$ cat src/rtl/ohc_pkg.sv
// Shared types and constants for the open-address hash counter.
package ohc_pkg;

   localparam int KEY_W  = 64;
   localparam int FREQ_W = 32;
   localparam int PROBE_W = 11;
   localparam int STAT_W = 3;
   localparam int CFG_CAP_W = 11;
   localparam int CSR_IDX_W = 8;
   localparam int CSR_DATA_W = 32;

   localparam logic [STAT_W-1:0] STATUS_HIT   = 3'd0;
   localparam logic [STAT_W-1:0] STATUS_NEW   = 3'd1;
   localparam logic [STAT_W-1:0] STATUS_MISS  = 3'd2;
   localparam logic [STAT_W-1:0] STATUS_FULL  = 3'd3;
   localparam logic [STAT_W-1:0] STATUS_EMPTY = 3'd4;

   localparam logic [CSR_IDX_W-1:0] CSR_CAPACITY = 8'd0;
   localparam logic [CSR_IDX_W-1:0] CSR_PROBE    = 8'd1;

   localparam logic [CFG_CAP_W-1:0] CAP_RESET = 11'd1024;
   localparam logic [FREQ_W-1:0]    FREQ_MAX  = 32'hFFFF_FFFF;

   localparam logic PROBE_LINEAR = 1'b0;

   typedef struct packed {
      logic             mode;
      logic [KEY_W-1:0] key_chars;
   } req_type;

   typedef struct packed {
      logic [FREQ_W-1:0]  frequency;
      logic [PROBE_W-1:0] probe_count;
      logic [STAT_W-1:0]  status;
   } rsp_type;

   typedef struct packed {
      logic clear;
      logic load;
      logic hash;
      logic div;
      logic read;
      logic check;
      logic publish;
   } cmd_type;

   typedef struct packed {
      logic key_empty;
      logic hash_last;
      logic div_last;
      logic walk_done;
      logic clear_last;
   } stat_type;

endpackage

$ cat src/rtl/ohc_ctrl.sv
// Sequencer for the hash counter: clear, hash, divide, probe, respond.
module ohc_ctrl
   import ohc_pkg::*;
(
   input  logic     clock,
   input  logic     reset,
   input  logic     req_valid,
   output logic     req_ready,
   output logic     rsp_valid,
   input  logic     rsp_ready,
   input  stat_type st,
   output cmd_type  cmd
);

   typedef enum logic [2:0] {
      S_CLEAR, S_IDLE, S_HASH, S_DIV, S_READ, S_CHECK, S_RESP
   } state_type;

   state_type state_ff, state_in;
   logic      rsp_valid_ff, rsp_valid_in;
   logic      accept;

   assign req_ready = (state_ff == S_IDLE);
   assign accept    = req_valid && req_ready;
   assign rsp_valid = rsp_valid_ff;

   always_comb begin
      state_in     = state_ff;
      rsp_valid_in = rsp_valid_ff && !rsp_ready;
      cmd          = '0;
      unique case (state_ff)
         S_CLEAR: begin
            cmd.clear = 1'b1;
            if (st.clear_last) state_in = S_IDLE;
         end
         S_IDLE: begin
            if (accept) begin
               cmd.load = 1'b1;
               state_in = st.key_empty ? S_RESP : S_HASH;
            end
         end
         S_HASH: begin
            cmd.hash = 1'b1;
            if (st.hash_last) state_in = S_DIV;
         end
         S_DIV: begin
            cmd.div = 1'b1;
            if (st.div_last) state_in = S_READ;
         end
         S_READ: begin
            cmd.read = 1'b1;
            state_in = S_CHECK;
         end
         S_CHECK: begin
            cmd.check = 1'b1;
            state_in  = st.walk_done ? S_RESP : S_READ;
         end
         S_RESP: begin
            // hold until the output register is free
            if (!rsp_valid_ff || rsp_ready) begin
               cmd.publish  = 1'b1;
               rsp_valid_in = 1'b1;
               state_in     = S_IDLE;
            end
         end
         default: state_in = S_IDLE;
      endcase
   end

   always_ff @(posedge clock) begin
      if (reset) begin
         state_ff     <= S_CLEAR;
         rsp_valid_ff <= 1'b0;
      end else begin
         state_ff     <= state_in;
         rsp_valid_ff <= rsp_valid_in;
      end
   end

endmodule

$ cat config.mk
export PLATFORM = sky130hd
export DESIGN_NAME = ohc_ctrl
export DESIGN_NICKNAME = d
export VERILOG_FILES = /design/src/rtl/ohc_pkg.sv /design/src/rtl/ohc_ctrl.sv
export SDC_FILE = /design/constraint.sdc
export NUM_CORES = 1
export LEC_CHECK = 0
export ABC_AREA = 1
export BUFFER_PORTS_ARGS = -buffer_cell sky130_fd_sc_hd__buf_2
export CAP_MARGIN = 20
export CORE_AREA = 2 2 39 41
export CTS_CLUSTER_SIZE = 12
export DETAILED_ROUTE_END_ITERATION = 12
export DIE_AREA = 0 0 41 43
export GPL_TIMING_DRIVEN = 0
export PLACE_DENSITY = 0.64
export SLEW_MARGIN = 20
export SYNTH_ARGS = -nofsm -noshare
export SYNTH_HDL_FRONTEND = slang
export SYNTH_SLANG_ARGS = --single-unit
$ cat constraint.sdc
create_clock -name clock -period 1.44 [get_ports clock]
set_input_delay 0.288 -clock clock [delete_from_list [all_inputs] [get_ports clock]]
set_output_delay 0.288 -clock clock [all_outputs]
set_load 0.1 [all_outputs]
# [Yosys cells after proc, flatten, opt, wreduce, memory -nomap -nowiden]
# Cells that the tools add are included.
[word_totals] word_cells=39 ff_bits=4 inputBits=9 out_inout_bits=9
[classes] n_reduce_logical=7 eq_ne=11 n_mux=19
[ops] cell="case mux 3 bit (7 select lines)" count=1
[ops] cell="2-to-1 mux 3 bit" count=6
[ops] cell="2-to-1 mux 1 bit" count=11
[ops] cell="equality test 3 bit (second input constant)" count=3
[ops] cell="inequality test 2 bit (second input constant)" count=4
[ops] cell="equality test 3 x 2 -> 1 bit (second input constant)" count=2
[ops] cell="AND reduction 5 bit" count=1
[ops] cell="equality test 3 x 1 -> 1 bit (second input constant)" count=1
[ops] cell="logical NOT 3 bit" count=1
[ops] cell="logical AND 1 bit" count=2
[ops] cell="logical NOT 1 bit" count=2
[ops] cell="2-to-1 mux 2 bit" count=1
[ops] cell="inequality test 2 x 1 -> 1 bit (second input constant)" count=1
[ops] cell="logical OR 1 bit" count=1

# [Depth between registers and ports, before layout]
# Gate-level depths: netlist of the first run.
[depth] ltp_word=4 depth_mapped=9 depth_no_buf=8

# [Least setup slack after synthesis of the first run]
# Ideal clock, no wire load.
[synth_timing] kind="register to output" startpoint="register state_ff[2]" endpoint="output port cmd[1] (netlist bit)" n_path_buf=1 stages_incl_launch_ff=4 required_ns=1.152 arrival_time_ns=2.601 setup_slack_ns=-1.449 path_cell_list="dfxtp_1 -> buf_6 -> inv_2 -> nor3_1"
[synth_lines] item="start: declaration" line_no="ohc_ctrl.sv:19" source="state_type state_ff, state_in;"
[synth_lines] item="start signal: assignment" line_no="ohc_ctrl.sv:75" source="state_ff <= state_in;"
[synth_lines] item="end: declaration" line_no="ohc_ctrl.sv:12" source="output cmd_type cmd"

==> impl_metrics.ini, run 1 <==
[clock_network]
cts_buffers = 3
clk_pin_slew_ps = 40
clock-sinks = 4
cts_tree = done
htreeDepth = 1
cts_root_buffer = clkbuf_4
hold_buffers = 0
cts_buffer_depth = 2
worstSkewPairLatency_ps = 230

[placed_design]
gp_congestion = 0.848
port_buffers = 17
place_inst = 98
dp_hpwl_um = 740

[layout]
finalNetCount = 104
multi_input_area_um2 = 352
diodes = 0
drive_gt1_share_pct = 63.0
layout_commonest_cell = buf_12
fin_cells = 108
fillers = 119
regArea_um2 = 85.1
syn_to_final_growth_pct = 103
final_cell_mix = buf_12, nand2_1, buf_2

[timing]
worst_pin_slew_ps = 483
min_period_over_period_pct = 102
setup_ws_ps = -23.2
period_minus_slack_ps = 1460
maxSlewHeadroom_pct = 68.0
fmax_mhz = 683
final-setup-viol-count = 3
skew_ps = 4.45
grt_setup_unrepaired = yes
drv_slew = 0
final_hold_viol_count = 0

[synthesis]
synth_top_area_share_pct = 18.6
yosys.cell_types.count = 19
synthCells = 65
netlist_top_cells_area = dfxtp_1, nand3_2, inv_1
seq_area_frac_synth_pct = 18.6
yosys.area.top_type = dfxtp_1
synth_fp_nets = 75
ys_seq_elements = 4
yosysWarnings = 0
synth_area_per_cell_um2 = 6.62
netlist_area_um2 = 430

[critical_path]
worstPathCellList = buf_12 > nor2_8 > nand2_4 > nor2_4 > buf_12
cp-start-kind = flip-flop
cpMaxStageDelayCell = dfxtp_2
reg2reg_slack_ps = 70
critPathKind = flip-flop to primary output
rr_worst_depth = 8
crit_path_end_kind = primary output
critPathCapture = cmd[5]
crit_buf_inv = 2
cp.depth = 5
cp.arrival_ps = 1180
crit_fanout = 9
required_ps = 1150
reg2reg_from = state_ff[1]$_SDFFE_PP0P_
crit_family = buffers and inverters
crit_start = state_ff[1]$_SDFFE_PP0P_
crit_path_max_incr_delay_ps = 320
reg2reg_to = state_ff[0]$_SDFFE_PP0P_
critical-path-top-cell-by-count = buf_12

[grt]
antenna_found_initial = 0
grt_pass1_vias = 429
grtUsageTotal_pct = 13.7
grt_max_degree = 10
grt_pass1_wl_um = 1680
overflow = 0

[detailed_routing]
wirelength_um = 1060
vias = 483
post_drt_via_cell_ratio = 4.47
drtAntennaViolNets = 0
post-route-drc-count = 0
first_pass_iters = 4
drtIter0Drc = 2
wl_per_cell_um = 9.78

[die]
io_pins = 18
die_height_um = 43
die-width_um = 41
initial_utilization_pct = 31.1
num_rows = 14
dieArea_mm2 = 0.00176
coreArea_mm2 = 0.00138

[run]
drv_cap = 0

[status]
violations = setup timing
status = finished, violations left

[min_path]
min_path_type = primary input to flip-flop
==> layout make-up <==
cell class	count	share of cell area [%]
multi-input cells	45	40.3
repair buffers	24	29.0
flip-flops and latches	4	9.76
inverters	13	9.18
plain buffers	3	6.89
clock buffers	3	2.58
well taps	16	2.30
==> Yosys cell counts, drive strengths merged <==
master	n
nor2	12
nand2	12
o21ai	1
a21boi	1
dfxtp	4
ha	1
nand4	2
o21bai	1
a21oi	3
nand3	10
inv	13
buf	3
nor3	2
==> state kept, by name (all words and copies together) (netlist names) <==
signal,count
state_ff,3
rsp_valid,1
==> worst min path at each step <==
stage	start	slack [ps]	cells after the start	endpoint
final	reset	220	2	rsp_valid$_SDFF_PP0_
after global routing	reset	210	2	rsp_valid$_SDFF_PP0_
after CTS	reset	210	2	rsp_valid$_SDFF_PP0_
after detailed placement	reset	450	2	rsp_valid$_SDFF_PP0_
after global placement	reset	460	2	rsp_valid$_SDFF_PP0_
after floorplan	reset	350	1	rsp_valid$_SDFF_PP0_
==> kinds of logic (layout without fill, tap and decap cells) <==
group | Yosys count | count (layout) | share of synthesized area, %
and+or+nand+nor | 38 | 38 | 49.7
buffers and inverters | 16 | 43 | 19.8
DFF | 4 | 4 | 18.6
adders and majority gates | 1 | 1 | 2.91
AOI/OAI and AO/OA | 6 | 6 | 9.01
==> metrics by stage <==
step / setup TNS, ps / setup WS, ps / area (µm²) / hold WS, ps / utilization (%)
after floorplan: -457 / -197 / 502 / 350 / -
after global placement: -293 / -72.0 / 607 / 458 / 43.9
after detailed placement: -312 / -69.9 / 607 / 454 / 43.9
after CTS: -124 / -31.9 / 835 / 213 / 60.3
after global routing: -382 / -75.2 / 872 / 209 / 63.0
final: -55.7 / -23.2 / 872 / 219 / 63.0
==> repair_timing <==
action | CTS | global route
setup buffers | 7 | 0
resized for setup | 40 | 10
hold endpoints to repair | 0 | 0
setup endpoints to repair | 8 | 9
pin swaps | 3 | 1
==> metal layers <==
layer	GRT usage, %	routed length [µm]
met1	16.7	485
met4	2.00	0
met3	6.81	70
met5	0	0
met2	21.6	500
Power of run 1 is left out: the tool's default activity adds up to more than one toggle a clock period on the data nets, which glitch-free logic cannot reach.
==> run 2, diff against run 1 <==
==> constraint.sdc (replaced) <==
create_clock -name clock -period 1.44 [get_ports clock]
set_input_delay 0.288 -clock clock [delete_from_list [all_inputs] [get_ports clock]]
set_output_delay 0.288 -clock clock [all_outputs]
set_load 0.05 [all_outputs]
==> impl_metrics.ini, run 2 (synthesis gave the netlist of run 1 again) <==
[status]
status = finished clean

[detailed_routing]
post-route-drc-count = 0
dr_wl_met3_um = 62
routed.top_layer = met3
post_drt_via_cell_ratio = 4.60
first_pass_iters = 4
wirelength_met1_um = 466
vias = 497
drtAntennaViolNets = 0
drtIter0Drc = 7
wirelength_um = 1080
routed-wl-met2_um = 554
wl_per_cell_um = 10.0

[critical_path]
cpMaxStageDelayCell = dfxtp_2
crit_buf_inv = 2
crit_family = buffers and inverters
crit_path_end_kind = primary output
crit_path_max_incr_delay_ps = 320
cp-start-kind = flip-flop
required_ps = 1150
cp.arrival_ps = 1130
crit_fanout = 8
worstPathCellList = buf_12 > nor3_2 > buf_2
critPathKind = flip-flop to primary output

[die]
die-width_um = 41
num_rows = 14
dieArea_mm2 = 0.00176
coreArea_mm2 = 0.00138
die_height_um = 43
io_pins = 18
initial_utilization_pct = 31.1

[pwr]
pwr-share-seq_pct = 11.0
p_switching_uw = 921
leakage_nw = 0.382
p_per_area_mw_per_mm2 = 2350
clkPwrFrac_pct = 7.6
ir_drop_mv = 0.960
p_sw_share_pct = 53.3
p_comb_share_pct = 81.4
internal_power_uw = 806

[clock_network]
htreeDepth = 1
clk_pin_slew_ps = 40
hold_buffers = 0
cts_root_buffer = clkbuf_4
clock-sinks = 4
cts_buffer_depth = 2
cts_buffers = 3
worstSkewPairLatency_ps = 230
cts_tree = done

[grt]
grtUsageTotal_pct = 13.2
overflow = 0
grt_pass1_vias = 421
grt_pass1_wl_um = 1620
grt_max_degree = 10
antenna_found_initial = 0

[layout]
multi_input_area_um2 = 318
largest-register = state_ff
regArea_um2 = 83.8
finalNetCount = 104
syn_to_final_growth_pct = 70.6
drive_gt1_share_pct = 56.5
post-route-util_pct = 53.1
final_cell_mix = buf_2, inv_1, nand2_1, nor2_1
layout_commonest_cell = buf_2
fin_cells = 108
diodes = 0
fillers = 135
largest_register_ffs = 3

[placed_design]
post-place-ws_ps = 62.8
place_inst = 98
dp_hpwl_um = 738
gp_congestion = 0.736
port_buffers = 17

[timing]
worst_pin_slew_ps = 247
grt_setup_unrepaired = yes
min_period_over_period_pct = 98.3
skew_ps = 3.67
final_hold_viol_count = 0
final-setup-viol-count = 0
maxSlewHeadroom_pct = 83.6
holdWs_ps = 232
fmax_mhz = 706
setup_ws_ps = 24.2
drv_slew = 0
period_minus_slack_ps = 1420

[run]
drv_cap = 0

[min_path]
min_path_type = primary input to flip-flop
-- run 2: final cells by class --
class	count	share of cell area [%]
buffer	3	6.81
tap	16	2.73
multi-input combinational	45	43.3
clock buffer	3	3.07
sequential	4	11.4
inverter	13	8.69
timing repair buffer	24	24.0
-- run 2: metrics by stage --
stage | cell area, µm² | setup TNS [ps] | power [mW]
final | 734 | 0 | 1.73
after detailed placement | 552 | 0 | 1.25
after global routing | 734 | -20.3 | 1.85
after global placement | 552 | 0 | 1.24
after floorplan | 447 | -48.7 | 1.07
after CTS | 627 | 0 | 1.50
-- run 2: power by group through the flow --
stage          clock [mW]  sequential, mW  combinational [mW]
6_report            0.131           0.189                1.41
3_3_place_gp            0           0.169                1.07
5_1_grt             0.141           0.196                1.52
4_1_cts             0.140           0.169                1.19
3_5_place_dp            0           0.170                1.08
2_1_floorplan           0           0.173               0.899
-- run 2: path summary, 6_finish.rpt --
| check | slack, ps | start | cells after the start | to |
|---|---|---|---|---|
| setup / recovery | 20 | state_ff[2]$_SDFFE_PP0P_ | 3 | cmd[6] |
| hold / removal | 230 | reset | 2 | rsp_valid$_SDFF_PP0_ |
| setup reg to reg | 120 | state_ff[1]$_SDFFE_PP0P_ | 8 | state_ff[0]$_SDFFE_PP0P_ |
| hold reg to reg | 540 | rsp_valid$_SDFF_PP0_ | 2 | rsp_valid$_SDFF_PP0_ |
-- run 2: repair_timing --
item                                    4_1_cts  5_1_grt
setup buffers                                 1        4
gates cloned                                  0        2
pin swaps                                     2        3
endpoints found under the setup margin        7        8
resized for setup                            14       17
-- run 2: worst register-to-register path, stage by stage (launching register included) --
cell	delay (ps)
dfxtp_2	330
buf_8	140
inv_2	70
ha_4	260
a21boi_0	180
nor2_1	70
nand3_1	80
nand2_1	50
nor2_1	80
-- run 2: routing by layer --
layer | up-vias | track usage (%)
met5 | - | 0
met4 | 0 | 6.00
met3 | 0 | 3.14
met2 | 19 | 19.4
met1 | 218 | 17.4
li1 | 260 | -
Power figures use the tool's default switching activity.
==> run 3, diff against run 2 <==
==> constraint.sdc (replaced) <==
create_clock -name clock -period 1.44 [get_ports clock]
set_input_delay 0.288 -clock clock [delete_from_list [all_inputs] [get_ports clock]]
set_output_delay 0.288 -clock clock [all_outputs]
set_load 0.01 [all_outputs]
==> impl_metrics.ini, run 3 (synthesis gave the netlist of run 1 again) <==
[timing]
final_hold_viol_count = 0
grt_setup_unrepaired = yes
holdWs_ps = 220
min_period_over_period_pct = 97.3
fmax_mhz = 714
worst_pin_slew_ps = 172
maxSlewHeadroom_pct = 88.5
final-setup-viol-count = 0
skew_ps = 3.28
period_minus_slack_ps = 1400
drv_slew = 0

[pwr]
p_per_area_mw_per_mm2 = 2050
total_power_mw = 1.23
ir_drop_mv = 0.962
leakage_nw = 0.346

[die]
die_height_um = 43
die-width_um = 41
initial_utilization_pct = 31.1
dieArea_mm2 = 0.00176
io_pins = 18
num_rows = 14
coreArea_mm2 = 0.00138

[critical_path]
cp.arrival_ps = 1110
critPathKind = flip-flop to primary output
crit_family = buffers and inverters
worstPathCellList = buf_6 > inv_2 > nor3_1 > buf_2
crit_path_max_incr_delay_ps = 340
crit_fanout = 8
crit_path_end_kind = primary output
crit_buf_inv = 3
cp-start-kind = flip-flop
cpMaxStageDelayCell = dfxtp_1
required_ps = 1150

[layout]
final_cell_mix = buf_2, inv_1, nand2_1, nor2_1, nand3_1
diodes = 0
drive_gt1_share_pct = 47.7
layout_commonest_cell = buf_2
syn_to_final_growth_pct = 39.5
largest_register_ffs = 3
largest-register = state_ff
finalNetCount = 100

[detailed_routing]
vias = 471
first_pass_iters = 4
post-route-drc-count = 0
drtAntennaViolNets = 0
post_drt_via_cell_ratio = 4.53
wirelength_um = 945
drtIter0Drc = 9
wl_per_cell_um = 9.09

[placed_design]
port_buffers = 17
dp_hpwl_um = 750
gp_congestion = 0.799

[grt]
grt_pass1_wl_um = 1600
grtUsageTotal_pct = 13.6
grt_pass1_vias = 424
grt_max_degree = 10
antenna_found_initial = 0
overflow = 0

[min_path]
min_path_type = primary input to flip-flop

[clock_network]
cts_tree = done
clk_pin_slew_ps = 40
htreeDepth = 1
hold_buffers = 0
cts_buffer_depth = 2
worstSkewPairLatency_ps = 230
clock-sinks = 4
cts_root_buffer = clkbuf_4
cts_buffers = 3

[run]
drv_cap = 0

[status]
status = finished clean
==> run 3: cell count changes in the layout (fill, tap and decap cells not counted), moves of 2 or more <==
cell / before / now
buf_2: 12 / 18
buf_4: 6 / 2
buf_8: 3 / 0
buf_6: 5 / 3
dfxtp_1: 1 / 3
dfxtp_2: 3 / 1
nor3_1: 0 / 2
==> run 3: through the flow <==
step | TNS (ps) | setup slack [ps] | area (µm²) | util, % | std cells
global route | -4.79 | -4.79 | 601 | 43.4 | 104
finish | 0 | 38.5 | 601 | 43.4 | 104
floorplan | 0 | 161 | 430 | - | 65
detailed placement | 0 | 74.8 | 536 | 38.7 | 98
global placement | 0 | 81.2 | 536 | 38.7 | 98
CTS | 0 | 11.0 | 566 | 40.9 | 102
==> run 3: final timing paths <==
check	start	endpoint	slack [ps]	cells past startpoint
worst max-delay path	state_ff[2]$_SDFFE_PP0P_	cmd[1]	40	4
worst min-delay path	reset	rsp_valid$_SDFF_PP0_	220	2
worst max register to register	state_ff[1]$_SDFFE_PP0P_	state_ff[0]$_SDFFE_PP0P_	100	8
worst min register to register	rsp_valid$_SDFF_PP0_	rsp_valid$_SDFF_PP0_	540	2
==> run 3: final cells by class <==
cell class                      instances  area [µm²]
Buffer                                  3        33.8
Clock buffer                            3        22.5
Fill cell                             164         783
Inverter                               13        53.8
Multi-Input combinational cell         45         284
Sequential cell                         4        81.3
Tap cell                               16        20.0
Timing Repair Buffer                   20         105
==> run 3: repair_timing <==
action                                  CTS  global route
resized for setup                         0             7
pin swaps                                 0             2
setup buffers                             1             1
endpoints found under the setup margin    1             3
cloned                                    0             1
==> run 3: worst register-to-register path: cells and delay by family, from the launching register on <==
kind / cells / cell delay (ps)
and+or+nand+nor: 4 / 280
AOI/OAI and AO/OA: 1 / 130
adders and majority gates: 1 / 290
DFF: 1 / 320
buffers and inverters: 2 / 220
==> run 3: report_power, final <==
part	leakage [nW]	switching [mW]	internal [mW]
registers	0.0333	0.0210	0.153
logic	0.299	0.531	0.389
clock network	0.0138	0.0452	0.0932
total	0.346	0.597	0.635
==> run 3: per-layer routing <==
layer	share of wire, %	up-vias	global-route usage, %
li1	-	252	-
met1	46	205	18.1
met2	48	12	17.8
met3	4.3	2	3.14
met4	1.5	0	10.7
met5	0	-	0
